[src/rtl/hbb_pkg.sv]
`default_nettype none

package hbb_pkg;

   // Defaults for the top-level parameters
   localparam int MAX_WIDTH_DEF  = 1024;
   localparam int PIXEL_BITS_DEF = 16;

   // Fixed field widths on the ports
   localparam int REQ_DATA_BITS  = 16;
   localparam int RSP_DATA_BITS  = 16;
   localparam int ROW_WIDTH_BITS = 11;
   localparam int RADIUS_BITS    = 2;
   localparam int CSR_DATA_BITS  = 11;
   localparam int CSR_IDX_BITS   = 1;

   // Register indexes
   localparam logic [CSR_IDX_BITS-1:0] CSR_ROW_WIDTH   = 1'd0;
   localparam logic [CSR_IDX_BITS-1:0] CSR_BLUR_RADIUS = 1'd1;

   // Register reset values and width clamp floor
   localparam logic [ROW_WIDTH_BITS-1:0] ROW_WIDTH_RST   = 11'd1024;
   localparam logic [RADIUS_BITS-1:0]    BLUR_RADIUS_RST = 2'd1;
   localparam int                        MIN_WIDTH       = 5;

   // Window taps (radius 2 on both sides of the center)
   localparam int NUM_TAPS = 5;

   // Result queue
   localparam int FIFO_DEPTH = 4;
   localparam int PTR_BITS   = $clog2(FIFO_DEPTH);
   localparam int LEVEL_BITS = $clog2(FIFO_DEPTH + 1);

   // Divisor = number of taps kept in the clipped window
   typedef enum logic [1:0] {
      DIV_BY_2,
      DIV_BY_3,
      DIV_BY_4,
      DIV_BY_5
   } div_type;

   // Sideband flags that ride along with each result
   typedef struct packed {
      logic row_end;
      logic last_of_run;
   } tag_type;

   // One queued result
   typedef struct packed {
      logic [RSP_DATA_BITS-1:0] pixel;
      tag_type                  tag;
   } result_type;

endpackage

`default_nettype wire

[src/rtl/hbb_tap_cell.sv]
`default_nettype none

// One window tap: holds a pixel, hands it to the next tap on a shift and
// adds it into the running prefix sum when selected.
module hbb_tap_cell #(
   parameter int PIXEL_BITS = hbb_pkg::PIXEL_BITS_DEF,
   parameter int SUM_BITS   = hbb_pkg::PIXEL_BITS_DEF + 3
) (
   input  wire logic                  clock,
   input  wire logic                  shift_en,
   input  wire logic [PIXEL_BITS-1:0] prev_pix,
   output logic      [PIXEL_BITS-1:0] pix_q,
   input  wire logic                  use_tap,
   input  wire logic [SUM_BITS-1:0]   sum_prev,
   output logic      [SUM_BITS-1:0]   sum_next
);
   import hbb_pkg::*;

   logic [PIXEL_BITS-1:0] pix_ff;
   logic [PIXEL_BITS-1:0] pix_in;

   // Shift in from the neighbor on every accepted pixel
   always_comb begin
      pix_in = shift_en ? prev_pix : pix_ff;
   end

   always_ff @(posedge clock) begin
      pix_ff <= pix_in;
   end

   assign pix_q = pix_ff;

   // Prefix sum link
   assign sum_next = sum_prev + (use_tap ? SUM_BITS'(pix_ff) : '0);

endmodule

`default_nettype wire

[src/rtl/hbb_divider.sv]
`default_nettype none

// Divides a window sum by 2..5. Powers of two are shifts; 3 and 5 use a
// rounded-up reciprocal, exact for every sum below 2**SumBits.
module hbb_divider #(
   parameter int PIXEL_BITS = hbb_pkg::PIXEL_BITS_DEF
) (
   input  wire logic                                clock,
   input  wire logic                                reset,
   input  wire logic                                in_valid,
   input  wire logic [PIXEL_BITS+2:0]               in_sum,
   input  wire hbb_pkg::div_type                    in_div,
   input  wire hbb_pkg::tag_type                    in_tag,
   output logic                                     out_valid,
   output logic      [hbb_pkg::RSP_DATA_BITS-1:0]   out_pixel,
   output hbb_pkg::tag_type                         out_tag
);
   import hbb_pkg::*;

   localparam int SumBits   = PIXEL_BITS + 3;
   localparam int Shift     = SumBits + 2;
   localparam int RecipBits = Shift - 1;
   localparam int ProdBits  = SumBits + RecipBits;
   localparam int Recip3    = ((1 << Shift) + 2) / 3;
   localparam int Recip5    = ((1 << Shift) + 4) / 5;

   logic [RecipBits-1:0]  recip;
   logic [ProdBits-1:0]   prod;
   logic [PIXEL_BITS-1:0] quot;

   logic                     valid_ff;
   logic                     valid_in;
   logic [RSP_DATA_BITS-1:0] pixel_ff;
   logic [RSP_DATA_BITS-1:0] pixel_in;
   tag_type                  tag_ff;
   tag_type                  tag_in;

   // Reciprocal multiply, quotient in the upper product bits
   assign recip = (in_div == DIV_BY_5) ? RecipBits'(Recip5) : RecipBits'(Recip3);
   assign prod  = ProdBits'(in_sum) * ProdBits'(recip);

   always_comb begin
      case (in_div)
         DIV_BY_2: quot = in_sum[1 +: PIXEL_BITS];
         DIV_BY_4: quot = in_sum[2 +: PIXEL_BITS];
         DIV_BY_3: quot = prod[Shift +: PIXEL_BITS];
         DIV_BY_5: quot = prod[Shift +: PIXEL_BITS];
         default:  quot = in_sum[1 +: PIXEL_BITS];
      endcase
      valid_in = in_valid;
      pixel_in = RSP_DATA_BITS'(quot);
      tag_in   = in_tag;
   end

   always_ff @(posedge clock) begin
      if (reset) begin
         valid_ff <= 1'b0;
      end else begin
         valid_ff <= valid_in;
      end
   end

   always_ff @(posedge clock) begin
      pixel_ff <= pixel_in;
      tag_ff   <= tag_in;
   end

   assign out_valid = valid_ff;
   assign out_pixel = pixel_ff;
   assign out_tag   = tag_ff;

endmodule

`default_nettype wire

[src/rtl/hbb_out_fifo.sv]
`default_nettype none

// Small result queue; the fill level goes back to the issue logic as credit.
module hbb_out_fifo (
   input  wire logic                             clock,
   input  wire logic                             reset,
   input  wire logic                             push_valid,
   input  wire hbb_pkg::result_type              push_data,
   output logic                                  pop_valid,
   input  wire logic                             pop_ready,
   output hbb_pkg::result_type                   pop_data,
   output logic      [hbb_pkg::LEVEL_BITS-1:0]   level
);
   import hbb_pkg::*;

   result_type            entries_ff [FIFO_DEPTH];
   logic [PTR_BITS-1:0]   wr_ptr_ff;
   logic [PTR_BITS-1:0]   wr_ptr_in;
   logic [PTR_BITS-1:0]   rd_ptr_ff;
   logic [PTR_BITS-1:0]   rd_ptr_in;
   logic [LEVEL_BITS-1:0] level_ff;
   logic [LEVEL_BITS-1:0] level_in;
   logic                  pop;

   assign pop = pop_ready && (level_ff != '0);

   // Pointer and level update
   always_comb begin
      wr_ptr_in = push_valid ? wr_ptr_ff + PTR_BITS'(1) : wr_ptr_ff;
      rd_ptr_in = pop ? rd_ptr_ff + PTR_BITS'(1) : rd_ptr_ff;
      level_in  = level_ff + LEVEL_BITS'(push_valid) - LEVEL_BITS'(pop);
   end

   always_ff @(posedge clock) begin
      if (reset) begin
         wr_ptr_ff <= '0;
         rd_ptr_ff <= '0;
         level_ff  <= '0;
      end else begin
         wr_ptr_ff <= wr_ptr_in;
         rd_ptr_ff <= rd_ptr_in;
         level_ff  <= level_in;
      end
   end

   always_ff @(posedge clock) begin
      if (push_valid) begin
         entries_ff[wr_ptr_ff] <= push_data;
      end
   end

   assign pop_valid = (level_ff != '0);
   assign pop_data  = entries_ff[rd_ptr_ff];
   assign level     = level_ff;

endmodule

`default_nettype wire

[src/rtl/horizontal_box_blur_top.sv]
// Channel   Dir  Ports                       Payload
// req       in   req_tvalid/tready/tdata     tdata[15:0] pixel_in
// rsp       out  rsp_tvalid/tready/tdata     tdata[15:0] pixel_out, tlast row_end,
//                rsp_tlast/tuser             tuser last_of_run
// csr       in   csr_we/index/wdata          index 0 row_width, 1 blur_radius
//
// One pixel per clock while results can issue; the last pixel of a row holds req_tready
// low while its r+1 results (r = radius) issue through the single sum chain.
// A result is registered in the tap sum, divide and queue stages on its way from issue to rsp.
// The four-entry result queue absorbs rsp stalls; a full queue stops issue.
// Reset is synchronous: column, pending results and queue clear, registers load
// row_width 1024 and blur_radius 1.
`default_nettype none

module horizontal_box_blur_top #(
   parameter int MAX_WIDTH  = hbb_pkg::MAX_WIDTH_DEF,
   parameter int PIXEL_BITS = hbb_pkg::PIXEL_BITS_DEF
) (
   input  wire logic                                 clock,
   input  wire logic                                 reset,
   // configuration
   input  wire logic                                 csr_we,
   input  wire logic [hbb_pkg::CSR_IDX_BITS-1:0]     csr_index,
   input  wire logic [hbb_pkg::CSR_DATA_BITS-1:0]    csr_wdata,
   // input pixels
   input  wire logic                                 req_tvalid,
   output logic                                      req_tready,
   input  wire logic [hbb_pkg::REQ_DATA_BITS-1:0]    req_tdata,  // [15:0] pixel_in
   // results
   output logic                                      rsp_tvalid,
   input  wire logic                                 rsp_tready,
   output logic      [hbb_pkg::RSP_DATA_BITS-1:0]    rsp_tdata,  // [15:0] pixel_out
   output logic                                      rsp_tlast,  // row_end
   output logic                                      rsp_tuser   // [0] last_of_run
);
   import hbb_pkg::*;

   localparam int SumBits = PIXEL_BITS + 3;
   localparam int CntBits = $clog2(MAX_WIDTH);
   localparam int WidBits = $clog2(MAX_WIDTH + 1);
   localparam int CmpBits = (WidBits > ROW_WIDTH_BITS) ? WidBits : ROW_WIDTH_BITS;

   // Configuration registers
   logic [ROW_WIDTH_BITS-1:0] row_width_ff;
   logic [ROW_WIDTH_BITS-1:0] row_width_in;
   logic [RADIUS_BITS-1:0]    radius_ff;
   logic [RADIUS_BITS-1:0]    radius_in;

   always_comb begin
      row_width_in = row_width_ff;
      radius_in    = radius_ff;
      if (csr_we) begin
         case (csr_index)
            CSR_ROW_WIDTH:   row_width_in = csr_wdata[ROW_WIDTH_BITS-1:0];
            CSR_BLUR_RADIUS: radius_in    = csr_wdata[RADIUS_BITS-1:0];
            default: ;
         endcase
      end
   end

   always_ff @(posedge clock) begin
      if (reset) begin
         row_width_ff <= ROW_WIDTH_RST;
         radius_ff    <= BLUR_RADIUS_RST;
      end else begin
         row_width_ff <= row_width_in;
         radius_ff    <= radius_in;
      end
   end

   // Column tracking and row end detection
   logic [CntBits-1:0] col_ff;
   logic [CntBits-1:0] col_in;
   logic [CmpBits-1:0] row_w;
   logic [CmpBits-1:0] eff_w;
   logic [1:0]         radius;
   logic               row_last;
   logic               col_ge_r;
   logic               accept;

   assign radius = radius_ff[1] ? 2'd2 : 2'd1;
   assign row_w  = CmpBits'(row_width_ff);

   always_comb begin
      if (row_w < CmpBits'(MIN_WIDTH)) begin
         eff_w = CmpBits'(MIN_WIDTH);
      end else if (row_w > CmpBits'(MAX_WIDTH)) begin
         eff_w = CmpBits'(MAX_WIDTH);
      end else begin
         eff_w = row_w;
      end
   end

   assign row_last = (CmpBits'(col_ff) >= (eff_w - CmpBits'(1)));
   assign col_ge_r = (col_ff >= CntBits'(radius));

   always_comb begin
      col_in = col_ff;
      if (accept) begin
         col_in = row_last ? '0 : col_ff + CntBits'(1);
      end
   end

   always_ff @(posedge clock) begin
      if (reset) begin
         col_ff <= '0;
      end else begin
         col_ff <= col_in;
      end
   end

   // Pending results of the latest pixel: count left and offset from newest
   logic [1:0]         job_left_ff;
   logic [1:0]         job_left_in;
   logic [1:0]         job_j_ff;
   logic [1:0]         job_j_in;
   logic               job_row_end_ff;
   logic               job_row_end_in;
   logic [1:0]         job_r_ff;
   logic [1:0]         job_r_in;
   logic [2:0]         job_cmin_ff;
   logic [2:0]         job_cmin_in;
   logic               issue;
   logic [LEVEL_BITS:0] occupancy;
   logic [LEVEL_BITS-1:0] fifo_level;
   logic               v1_ff;
   logic               v2;

   assign occupancy  = (LEVEL_BITS + 1)'(fifo_level) + (LEVEL_BITS + 1)'(v1_ff)
                     + (LEVEL_BITS + 1)'(v2);
   assign issue      = (job_left_ff != 2'd0) && (occupancy < (LEVEL_BITS + 1)'(FIFO_DEPTH));
   assign req_tready = (job_left_ff == 2'd0) || ((job_left_ff == 2'd1) && issue);
   assign accept     = req_tvalid && req_tready;

   always_comb begin
      job_left_in    = job_left_ff;
      job_j_in       = job_j_ff;
      job_row_end_in = job_row_end_ff;
      job_r_in       = job_r_ff;
      job_cmin_in    = job_cmin_ff;
      if (accept) begin
         job_j_in       = radius;
         job_row_end_in = row_last;
         job_r_in       = radius;
         job_cmin_in    = (col_ff >= CntBits'(4)) ? 3'd4 : 3'(col_ff);
         if (row_last) begin
            job_left_in = radius + 2'd1;
         end else if (col_ge_r) begin
            job_left_in = 2'd1;
         end else begin
            job_left_in = 2'd0;
         end
      end else if (issue) begin
         job_left_in = job_left_ff - 2'd1;
         job_j_in    = job_j_ff - 2'd1;
      end
   end

   always_ff @(posedge clock) begin
      if (reset) begin
         job_left_ff <= 2'd0;
      end else begin
         job_left_ff <= job_left_in;
      end
   end

   always_ff @(posedge clock) begin
      job_j_ff       <= job_j_in;
      job_row_end_ff <= job_row_end_in;
      job_r_ff       <= job_r_in;
      job_cmin_ff    <= job_cmin_in;
   end

   // Taps kept: newest back to kmax = min(j + r, column)
   logic [2:0] reach;
   logic [2:0] kmax;
   div_type    div_sel;

   assign reach = 3'(job_j_ff) + 3'(job_r_ff);
   assign kmax  = (reach < job_cmin_ff) ? reach : job_cmin_ff;

   always_comb begin
      case (kmax)
         3'd1:    div_sel = DIV_BY_2;
         3'd2:    div_sel = DIV_BY_3;
         3'd3:    div_sel = DIV_BY_4;
         3'd4:    div_sel = DIV_BY_5;
         default: div_sel = DIV_BY_2;
      endcase
   end

   // Chain of window taps, newest first, carrying the prefix sum
   logic [PIXEL_BITS-1:0] tap_pix [NUM_TAPS+1];
   logic [SumBits-1:0]    tap_sum [NUM_TAPS+1];

   assign tap_pix[0] = req_tdata[PIXEL_BITS-1:0];
   assign tap_sum[0] = '0;

   for (genvar k = 0; k < NUM_TAPS; k++) begin : g_tap
      hbb_tap_cell #(
         .PIXEL_BITS (PIXEL_BITS),
         .SUM_BITS   (SumBits)
      ) u_tap (
         .clock    (clock),
         .shift_en (accept),
         .prev_pix (tap_pix[k]),
         .pix_q    (tap_pix[k+1]),
         .use_tap  (kmax >= 3'(k)),
         .sum_prev (tap_sum[k]),
         .sum_next (tap_sum[k+1])
      );
   end

   // Sum stage
   logic [SumBits-1:0] sum1_ff;
   div_type            div1_ff;
   tag_type            tag1_ff;
   tag_type            tag1_in;

   always_comb begin
      tag1_in.row_end     = job_row_end_ff && (job_j_ff == 2'd0);
      tag1_in.last_of_run = (job_left_ff == 2'd1);
   end

   always_ff @(posedge clock) begin
      if (reset) begin
         v1_ff <= 1'b0;
      end else begin
         v1_ff <= issue;
      end
   end

   always_ff @(posedge clock) begin
      sum1_ff <= tap_sum[NUM_TAPS];
      div1_ff <= div_sel;
      tag1_ff <= tag1_in;
   end

   // Divide stage
   logic [RSP_DATA_BITS-1:0] quot2;
   tag_type                  tag2;

   hbb_divider #(
      .PIXEL_BITS (PIXEL_BITS)
   ) u_divider (
      .clock     (clock),
      .reset     (reset),
      .in_valid  (v1_ff),
      .in_sum    (sum1_ff),
      .in_div    (div1_ff),
      .in_tag    (tag1_ff),
      .out_valid (v2),
      .out_pixel (quot2),
      .out_tag   (tag2)
   );

   // Result queue
   result_type push_data;
   result_type pop_data;

   always_comb begin
      push_data.pixel = quot2;
      push_data.tag   = tag2;
   end

   hbb_out_fifo u_out_fifo (
      .clock      (clock),
      .reset      (reset),
      .push_valid (v2),
      .push_data  (push_data),
      .pop_valid  (rsp_tvalid),
      .pop_ready  (rsp_tready),
      .pop_data   (pop_data),
      .level      (fifo_level)
   );

   assign rsp_tdata = pop_data.pixel;
   assign rsp_tlast = pop_data.tag.row_end;
   assign rsp_tuser = pop_data.tag.last_of_run;

endmodule

`default_nettype wire

[config.mk]
export PLATFORM = sky130hd
export DESIGN_NAME = horizontal_box_blur_top
export DESIGN_NICKNAME = d
export VERILOG_FILES = /design/src/rtl/hbb_pkg.sv /design/src/rtl/hbb_tap_cell.sv /design/src/rtl/hbb_divider.sv /design/src/rtl/hbb_out_fifo.sv /design/src/rtl/horizontal_box_blur_top.sv
export SDC_FILE = /design/constraint.sdc
export NUM_CORES = 1
export LEC_CHECK = 0
export BUFFER_PORTS_ARGS = -buffer_cell sky130_fd_sc_hd__buf_2
export CAP_MARGIN = 20
export CORE_MARGIN = 2
export CORE_UTILIZATION = 40
export CTS_BUF_LIST = sky130_fd_sc_hd__clkbuf_2
export DETAILED_ROUTE_END_ITERATION = 8
export SYNTH_ARGS = -nofsm -noshare
export SYNTH_HDL_FRONTEND = slang
export SYNTH_SLANG_ARGS = --single-unit
[constraint.sdc]
create_clock -name clock -period 8.8 [get_ports clock]
set_input_delay 1.32 -clock clock [delete_from_list [all_inputs] [get_ports clock]]
set_output_delay 1.32 -clock clock [all_outputs]
set_load 0.02 [all_outputs]
# Word level (Yosys, flattened, before mapping)
# Memories as Yosys holds them, arrays and structs flattened. A register that Yosys moved wholly into a read port is not among the register bits.
# Index checks and enable logic that the tools add are counted.
dict set report word_totals {
  mem_count 1
  ram_bits 72
  register_bits 163
  out_inout_bits 20
  wordCells 101
  input_bits 33
}
# memory depth word_bits rd rd_clocked_by_memory_dff write_ports line
set memory_table {}
lappend memory_table {u_out_fifo.entries_ff 4 18 1 1 1 hbb_out_fifo.sv:16} ;# result_type entries_ff [FIFO_DEPTH];
dict set report classes {
  n_addsub 16
  n_eq_ne 7
  n_mux 23
  bitwise 1
  magnitude_cmp 12
  n_reduce_logical 15
  n_mul 1
}
# cell count
set op_table {}
lappend op_table {{2-to-1 mux 16 bit} 5}
lappend op_table {{adder 19 bit} 3}
lappend op_table {{one-hot mux 16 bit (3 select lines)} 1}
lappend op_table {{multiplier 19 x 20 -> 37 bit} 1}
lappend op_table {{2-to-1 mux 11 bit} 2}
lappend op_table {{2-to-1 mux 20 bit} 1}
lappend op_table {{adder 16 x 19 -> 19 bit} 1}
lappend op_table {{2-to-1 mux 2 bit} 8}
lappend op_table {{greater-or-equal comparator 10 x 11 -> 1 bit} 1}
lappend op_table {{> comparator 11 bit, second input constant} 1}
lappend op_table {{< comparator 11 x 3 -> 1 bit, second input constant} 1}
lappend op_table {{subtractor 11 x 1 -> 11 bit, second input constant} 1}
lappend op_table {{adder 10 x 1 -> 10 bit, second input constant} 1}
lappend op_table {{greater-or-equal comparator 10 x 2 -> 1 bit} 1}
lappend op_table {{greater-or-equal comparator 10 x 3 -> 1 bit, second input constant} 1}
lappend op_table {{2-to-1 mux 10 bit} 1}
lappend op_table {{adder 2 x 1 -> 2 bit, second input constant} 3}
lappend op_table {{== test 3 x 2 -> 1 bit, second input constant} 2}
lappend op_table {{greater-or-equal comparator 3 x 1 -> 1 bit, second input constant} 2}
lappend op_table {{greater-or-equal comparator 3 x 2 -> 1 bit, second input constant} 2}
lappend op_table {{logical NOT 2 bit} 3}
lappend op_table {{one-hot mux 2 bit (3 select lines)} 1}
lappend op_table {{logical AND 1 bit} 5}
lappend op_table {{adder 3 x 1 -> 4 bit} 1}
lappend op_table {{19 further kinds} 26}

# Depth between registers and ports, before layout
# Gate-level depths: netlist of the first run.
dict set report logic_depth {
  word_depth 9
  mapped_depth 27
  depth_no_buf 26
}

# Hierarchy
# Synthesis of the first run repeated with hierarchy kept, for this count alone.
dict set report hier_totals {
  hier_cells 1972
  area_unflattened_um2 20344.5
}
# module instances area_per_inst_um2 seq_area_each_um2 cells_each
set modules_own_cells {}
lappend modules_own_cells {hbb_divider 1 7279.5 380.4 783}
lappend modules_own_cells {hbb_out_fifo 1 3109.2 2342.2 139}
lappend modules_own_cells {{hbb_tap_cell at g_tap[0].u_tap ...} 2 1502.7 480.5 162}
lappend modules_own_cells {{hbb_tap_cell at g_tap[2].u_tap ...} 2 1398.8 480.5 142}
lappend modules_own_cells {horizontal_box_blur_top 1 2776.4 1201.2 307}
lappend modules_own_cells {{hbb_tap_cell at g_tap[4].u_tap} 1 1376.3 480.5 135}

# Least setup slack after synthesis of the first run
# Ideal clock, no wire load.
dict set report synth_path {
  path_type {reg2reg}
  startpoint {register job_j_ff[0]}
  endpoint {register sum1_ff[17]}
  path_slack_ns 2.486
  synth_period_minus_slack_ns 6.314
  t_arrival_ns 6.241
  path_buffers 1
  setup_time_ns 0.072
  path_stages_with_launch 25
  required_time_ns 8.728
  path_cell_list {edfxtp_1 -> ha_1 -> fa_1 -> ha_1 -> a21o_1 -> a21o_1 -> or2_2 -> a21o_1 -> clkbuf_1 -> and2_1 -> fa_1 -> fa_1 -> inv_1 -> fa_1 -> inv_1 -> fa_1 -> a21o_1 -> a21oi_2 -> nor2b_1 -> o21a_1 -> o41a_4 -> a41oi_4 -> o21ai_2 -> a21oi_2 -> xnor2_1}
}
dict set report synth_via {
  elab_chain_len 9
  elab_cells_between_ends 17
  classes_between {add/sub (5); order compare (6); mux (6)}
}
# item line
set synth_lines {}
lappend synth_lines {{start: declaration} horizontal_box_blur_top.sv:115} ;# logic [1:0] job_j_ff;
lappend synth_lines {{start signal: assignment} horizontal_box_blur_top.sv:168} ;# job_j_ff <= job_j_in;
lappend synth_lines {{adder 2 x 2 -> 3 bit *} horizontal_box_blur_top.sv:179} ;# assign reach = 3'(job_j_ff) + 3'(job_r_ff);
lappend synth_lines {{< comparator 3 bit} horizontal_box_blur_top.sv:180} ;# assign kmax = (reach < job_cmin_ff) ? reach : job_cmin_ff;
lappend synth_lines {{2-to-1 mux 3 bit *} horizontal_box_blur_top.sv:180}
lappend synth_lines {{greater-or-equal comparator 3 x 1 -> 1 bit} horizontal_box_blur_top.sv:208} ;# .use_tap (kmax >= 3'(k)),
lappend synth_lines {{2-to-1 mux 16 bit} hbb_tap_cell.sv:34} ;# assign sum_next = sum_prev + (use_tap ? SUM_BITS'(pix_ff) : '0);
lappend synth_lines {{adder 16 x 19 -> 19 bit} hbb_tap_cell.sv:34}
lappend synth_lines {{adder 19 bit (2 in a row)} hbb_tap_cell.sv:34}
lappend synth_lines {{adder 19 bit *} hbb_tap_cell.sv:34}
lappend synth_lines {{via g_tap[4].u_tap.sum_next[17]} hbb_tap_cell.sv:15} ;# output logic [SUM_BITS-1:0] sum_next
lappend synth_lines {{end signal: assignment} horizontal_box_blur_top.sv:234} ;# sum1_ff <= tap_sum[NUM_TAPS];
lappend synth_lines {{end: declaration} horizontal_box_blur_top.sv:215} ;# logic [SumBits-1:0] sum1_ff;
# Mark *: on every way through the listed nets, which the timed path passes. The rest lies on a longest branch.
# A chain may end at the register's enable or synchronous reset.

# Worst setup path in the final report of the first run
# Same ends and word-level chain as after synthesis.

==> flow_summary.ini, run 1 <==
[timing]
tightest_slew_ns = 1.054
rsz0062_at_grt = no
timing.slew.headroom_pct = 29.64
setup_slack_ns = 1.781
max_clock_freq_ghz = 0.1425
finalSetupViolations = 0
final_max_slew_viol_count = 0
fin_crit_ns = 7.019
finalSetupTns_ns = 0
fin_crit_sh_pct = 79.76
hold_violations = 0
skew_ns = 0.03016

[worst_hold_path]
hold_class = reg2reg
hold_start = tag1_ff[0]$_DFF_P_
hold-path-endpoint = u_divider.out_tag[0]$_DFF_P_
hold_path_depth = 0

[final_layout]
fin_util_pct = 44.46
multiInputGateArea_um2 = 9848
fillers = 4147
drive_gt1_share_pct = 11.97
regArea_um2 = 6326
syn_to_final_growth_pct = 9.445
nets = 2038

[global_routing]
grt_pass1_vias = 11693
grt_most_used_layer = met2
antenna_found_initial = 1
met2_usage_pct = 27.90
grt_max_degree = 80
grt_first_pass_wirelength_um = 58910
track_usage_pct = 16.50
grtUsageMet1_pct = 21.59
met3_usage_pct = 3.251
grt_overflow = 0

[cts]
clockRootBuffer = clkbuf_2
clk_pin_slew_ns = 0.10
cts-hold-fix-buffers = 0
clock_path_buffers = 3
cts_tree = built
post_cts_buffers = 0
cts.sinks = 236
htree_levels = 2
cts_made_buffers = 56
worstSkewPairLatency_ns = 0.82
cts_resized = 0

[placement]
hpwl_um = 28500
io_buffers = 52
post-place-ws_ns = 1.792
place_congestion = 0.8421

[die]
dieArea_um2 = 45540
fp-row-count = 76
die_w_um = 213.4
core_area_um2 = 43170
io_pins = 53
start_util_pct = 40.63
die_h_um = 213.4

[routing]
finalWirelength_um = 35750
drc = 0
drt-pass1-iter-count = 5
vias = 10825
viasPerCell = 4.762
drtAntennaViolNets = 0
drtIter0Drc = 456
routedWlPerCell_um = 15.73

[critical_path]
r2r_slack_ns = 1.78
critical_path_required_ns = 9.54
critPathKind = reg2reg
crit_fanout = 17
worst_r2r_path_depth = 26
worst_r2r_endpoint = sum1_ff[17]$_DFF_P_
critPathCaptureType = flip-flop
critPathLaunchType = flip-flop
r2r-start = job_j_ff[0]$_DFFE_PP_
arrival_ns = 7.76

[synth]
ys_seq_area_share_pct = 36.07
ys_ff_latch = 236
syn_inst = 1536
async_flop_share_pct = 0
yosys.area.top_type_share_pct = 27.39
netlist_area_um2 = 17540
ys_types = 70
synthFlopType = edfxtp_1
synth_edf_count = 160
synth_area_leaders = edfxtp_1, fa_1, ha_1
synth_area_leader_cell = edfxtp_1
synth.avg_cell_area_um2 = 11.42
yosys_warnings = 0

[run_status]
status = finished, final reports clean

[job]
maxCapViolations = 0
## how the worst max path moves through the flow
| stage | startpoint | endpoint | slack (ns) | cells past startpoint |
|---|---|---|---|---|
| after CTS | job_j_ff[0]$_DFFE_PP_ | sum1_ff[17]$_DFF_P_ | 1.75 | 26 |
| after global routing | job_j_ff[0]$_DFFE_PP_ | sum1_ff[17]$_DFF_P_ | 1.39 | 26 |
| final | job_j_ff[0]$_DFFE_PP_ | sum1_ff[17]$_DFF_P_ | 1.78 | 26 |
| after global placement | job_j_ff[0]$_DFFE_PP_ | sum1_ff[17]$_DFF_P_ | 1.96 | 26 |
| after floorplan | job_j_ff[0]$_DFFE_PP_ | sum1_ff[17]$_DFF_P_ | 2.49 | 24 |
| after detailed placement | job_j_ff[0]$_DFFE_PP_ | sum1_ff[17]$_DFF_P_ | 1.79 | 26 |
## cell usage after synthesis, types with 4 or more instances
master    number
fa_1         197
o21ai_0       29
mux4_2        18
a211o_1        4
dfxtp_1       76
mux2i_1       19
mux2_2         5
a31oi_1        6
nand2b_1       9
o22ai_1        4
a211oi_1       7
nor3_1        10
nor2b_1       14
xnor2_1       31
nand2_1       88
xor2_1        20
a21o_1        21
and2_1        59
nor2_1        53
edfxtp_1     160
a21oi_1       64
or3_1          4
clkbuf_1      23
o21ai_2        5
nand4_1       10
and3_1        15
inv_1        346
ha_1         168
nand3_1       13
## state kept, by name, summed over array words and instances (netlist names), 3 cells and up, named ones only
| name | count |
|---|---|
| g_tap.u_tap.pix_q | 80 |
| u_out_fifo.entries_ff | 72 |
| sum1_ff | 19 |
| u_divider.out_pixel | 16 |
| row_w | 11 |
| col_ff | 10 |
| job_cmin_ff | 3 |
| u_out_fifo.level | 3 |
## per-stage QoR
step / instances / hold slack [ns] / cell area, um2
2_1_floorplan: 1547 / 0.3096 / 17580
3_3_place_gp: 2163 / 0.3117 / 18520
3_5_place_dp: 2163 / 0.3171 / 18520
4_1_cts: 2268 / 0.3413 / 19100
5_1_grt: 2273 / 0.3454 / 19200
6_report: 2273 / 0.3356 / 19200
## area by class of cell
type,count,share of cell area [%]
Antenna cell,1,0.01304
Clock buffer,84,2.190
Clock inverter,21,0.8408
Inverter,346,6.772
Multi-Input combinational cell,937,51.30
Sequential cell,236,32.96
Tap cell,585,3.813
Timing Repair Buffer,63,2.112
## cell families after synthesis
kind of cell             count (synthesis)  share of synthesized area [%]
other                                    2                        0.04282
flip-flops                             236                          36.07
multiplexers                            42                          3.717
adder cells (fa/ha/maj)                365                          34.47
AO/OA/AOI/OAI                          174                          6.663
AND/OR/NAND/NOR                        292                          8.475
XOR/XNOR                                51                          2.547
buffers and inverters                  374                          8.018
## worst max-delay path, stage by stage, from the launching register on
cell and delay, ns:
edfxtp_1 0.41, ha_1 0.22, fa_1 0.59, ha_1 0.28
a21o_1 0.16, a21o_1 0.25, a21oi_1 0.17, o21ai_1 0.07
buf_4 0.20, a21o_1 0.39, and2_1 0.29, fa_1 0.53
inv_1 0.05, fa_1 0.50, fa_1 0.52, inv_1 0.04
ha_1 0.22, fa_1 0.40, a21o_1 0.20, a21oi_2 0.17
nor2b_1 0.07, o21a_1 0.19, o41a_4 0.39, a41oi_4 0.28
o21ai_2 0.10, a21oi_2 0.14, xnor2_1 0.12
## metal layers
layer	wire length, um	vias up
li1	-	5233
met1	15960	5365
met2	17390	179
met3	1547	48
met4	847	0
met5	0	-
## layout by cell type (no fill, tap or decap), drive strengths merged, types with 9 or more instances in the layout
| cell type | n |
|---|---|
| buf | 61 |
| xor2 | 20 |
| ha | 168 |
| o21ai | 37 |
| mux2i | 19 |
| conb | 13 |
| mux4 | 18 |
| nand3 | 13 |
| clkbuf | 86 |
| a21o | 22 |
| edfxtp | 160 |
| xnor2 | 31 |
| and3 | 15 |
| nand4 | 10 |
| fa | 197 |
| and2 | 59 |
| nor3 | 11 |
| inv | 346 |
| nor2 | 53 |
| clkinv | 18 |
| nor2b | 14 |
| a21oi | 67 |
| dfxtp | 76 |
| nand2b | 9 |
| nand2 | 88 |
Power of run 1 is not shown: default switching activity piles up to over one toggle a cycle in this logic, so the estimate is an artifact.
==> run 2, diff against run 1 <==
ABC_AREA = 1   (was default)
clock period = 6.4 ns   (was 8.8 ns; I/O delays follow)
==> flow_summary.ini, run 2 <==
[die]
start_util_pct = 40.54
dieArea_um2 = 47820
core_area_um2 = 45480
die_w_um = 218.7
die_h_um = 218.7
fp-row-count = 78
io_pins = 53

[critical_path]
r2r_slack_ns = 0.32
critPathKind = reg2reg
worstPathCellList = nand2_1, inv_1, buf_4, nor2_1, fa_1, inv_1, fa_1, fa_1, inv_1, fa_1, fa_1, inv_1, fa_1, inv_1, ha_1, nand2_1, nor2_1, inv_1, o21ai_0, a21oi_1, nand2_1, nand2_1, nand3_1, nand2_1
r2r-start = div1_ff[1]$_DFF_P_
worst_r2r_endpoint = u_divider.out_pixel[9]$_DFF_P_
crit_path_end = u_divider.out_pixel[9]$_DFF_P_
critPathLaunchType = flip-flop
worst_r2r_path_depth = 24
crit_fanout = 7
critical_path_required_ns = 7.24
slowest_stage = fa_1
arrival_ns = 6.92
critPathCaptureType = flip-flop
startpoint = div1_ff[1]$_DFF_P_
critical-path-max-stage-delay_ns = 0.62

[timing]
finalSetupTns_ns = 0
final_max_slew_viol_count = 0
hold_violations = 0
tightest_slew_ns = 1.019
rsz0062_at_grt = no
fin_crit_ns = 6.078
max_clock_freq_ghz = 0.1645
finalSetupViolations = 0
skew_ns = 0.09506
fin_crit_sh_pct = 94.97
timing.slew.headroom_pct = 32.07
whs_ns = 0.1552

[final_layout]
layout_commonest_cell = inv_1
largest_register_ffs = 80
layout_common_cells = inv_1, nand2_1, fa_1
nets = 2492
syn_to_final_growth_pct = 9.671
drive_gt1_share_pct = 9.832

[placement]
place_congestion = 0.9257
hpwl_um = 34480
io_buffers = 52

[synth]
synthTopCellsByCount = inv_1, nand2_1, fa_1, nor2_1, ha_1
yosys_warnings = 0
yosys.area.top_type_share_pct = 26.06
syn_inst = 1969
synth_area_leaders = edfxtp_1, fa_1, ha_1
synth_fa_ha_area_share_pct = 32.79
yosys.area_share.xor_xnor_pct = 1.663
synth-compound-area-share_pct = 7.601
synthMostInstantiatedCell = inv_1
synth_top_family_by_area = adder cells
synth.avg_cell_area_um2 = 9.363
ys_ff_latch = 236
async_flop_share_pct = 0
muxShareOfSynthArea_pct = 0
ys_types = 47
synthSimpleGateAreaFrac_pct = 12.74
synthFlopType = edfxtp_1
ys_seq_area_share_pct = 34.32
synth_area_leader_cell = edfxtp_1
netlist_area_um2 = 18440
synth_edf_count = 160

[global_routing]
grt_pass1_vias = 13466
track_usage_pct = 18.47
antenna_found_initial = 2
grt_first_pass_wirelength_um = 68730
grt_overflow = 0
grt_max_degree = 81

[worst_hold_path]
hold_class = in2reg

[cts]
worstSkewPairLatency_ns = 0.98
post_cts_buffers = 0
cts.sinks = 236
htree_levels = 2
clockRootBuffer = clkbuf_2
cts_tree = built
clock_path_buffers = 3
clk_pin_slew_ns = 0.10
cts_made_buffers = 61

[routing]
drtIter0Drc = 663
drtAntennaViolNets = 0
finalWirelength_um = 42270
viasPerCell = 4.751
drt-pass1-iter-count = 6
drc = 0
vias = 13060
routedWlPerCell_um = 15.38

[run_status]
status = finished, final reports clean

[job]
maxCapViolations = 0
==> run 2: how the worst min path moves through the flow <==
stage | from | slack, ns | end | depth (start not counted)
finish | req_tdata[12] | 0.16 | g_tap[0].u_tap.pix_q[12]$_DFFE_PP_ | 1
CTS | req_tdata[12] | 0.02 | g_tap[0].u_tap.pix_q[12]$_DFFE_PP_ | 1
floorplan | tag1_ff[0]$_DFF_P_ | 0.31 | u_divider.out_tag[0]$_DFF_P_ | 0
detailed placement | tag1_ff[1]$_DFF_P_ | 0.32 | u_divider.out_tag[1]$_DFF_P_ | 0
global placement | tag1_ff[0]$_DFF_P_ | 0.32 | u_divider.out_tag[0]$_DFF_P_ | 0
global route | req_tdata[12] | 0.008 | g_tap[0].u_tap.pix_q[12]$_DFFE_PP_ | 1
==> run 2: cell families (layout without fill, tap and decap cells) <==
| logic type | Yosys count | after routing |
|---|---|---|
| flops | 236 | 236 |
| other cells | 2 | 16 |
| buf+inv | 527 | 693 |
| compound gates | 245 | 245 |
| xor+xnor | 35 | 35 |
| simple gates | 559 | 559 |
| fa+ha+maj | 365 | 365 |
==> run 2: per-stage QoR <==
stage                     instance area, um2  setup slack, ns  utilization, %  cells
after floorplan                        18480           0.5158               -   1980
after global placement                 19470           0.3814           42.80   2619
after detailed placement               19470           0.3487           42.80   2619
after CTS                              20190           0.3085           44.40   2746
after global routing                   20220         0.004856           44.45   2748
final                                  20220           0.3219           44.46   2749
==> run 2: per-layer routing <==
layer | vias to the layer above | global-route usage, % | share of wire [%]
met4 | 0 | 7.027 | 3.1
met2 | 321 | 30.51 | 47
met5 | - | 0 | 0
li1 | 6426 | - | -
met1 | 6229 | 24.22 | 45
met3 | 84 | 3.257 | 4.9
==> run 2: layout make-up <==
type                       instances  area [um2]
tap                              600       750.7
clock buffer                      91       455.4
antenna                            3       7.507
clock inverter                    24       152.6
fill                            4553       25260
timing repair buffer              77       478.0
sequential                       236        6326
multi-input combinational       1217       10170
inverter                         501        1881
==> run 2: critical path: cells and delay by family (launching register included) <==
| family | cells | cell delay (ns) |
|---|---|---|
| DFF | 1 | 0.36 |
| buffers and inverters | 7 | 0.67 |
| AOI/OAI and AO/OA | 2 | 0.48 |
| and+or+nand+nor | 8 | 0.76 |
| adders and majority gates | 7 | 3.69 |
==> run 2: repair_timing <==
item,in CTS,in global routing
endpoints found under the setup margin,0,4
endpoints found under the hold margin,12,0
gates resized for setup,0,4
hold buffers,12,0
Power of run 2 is left out for the same reason.
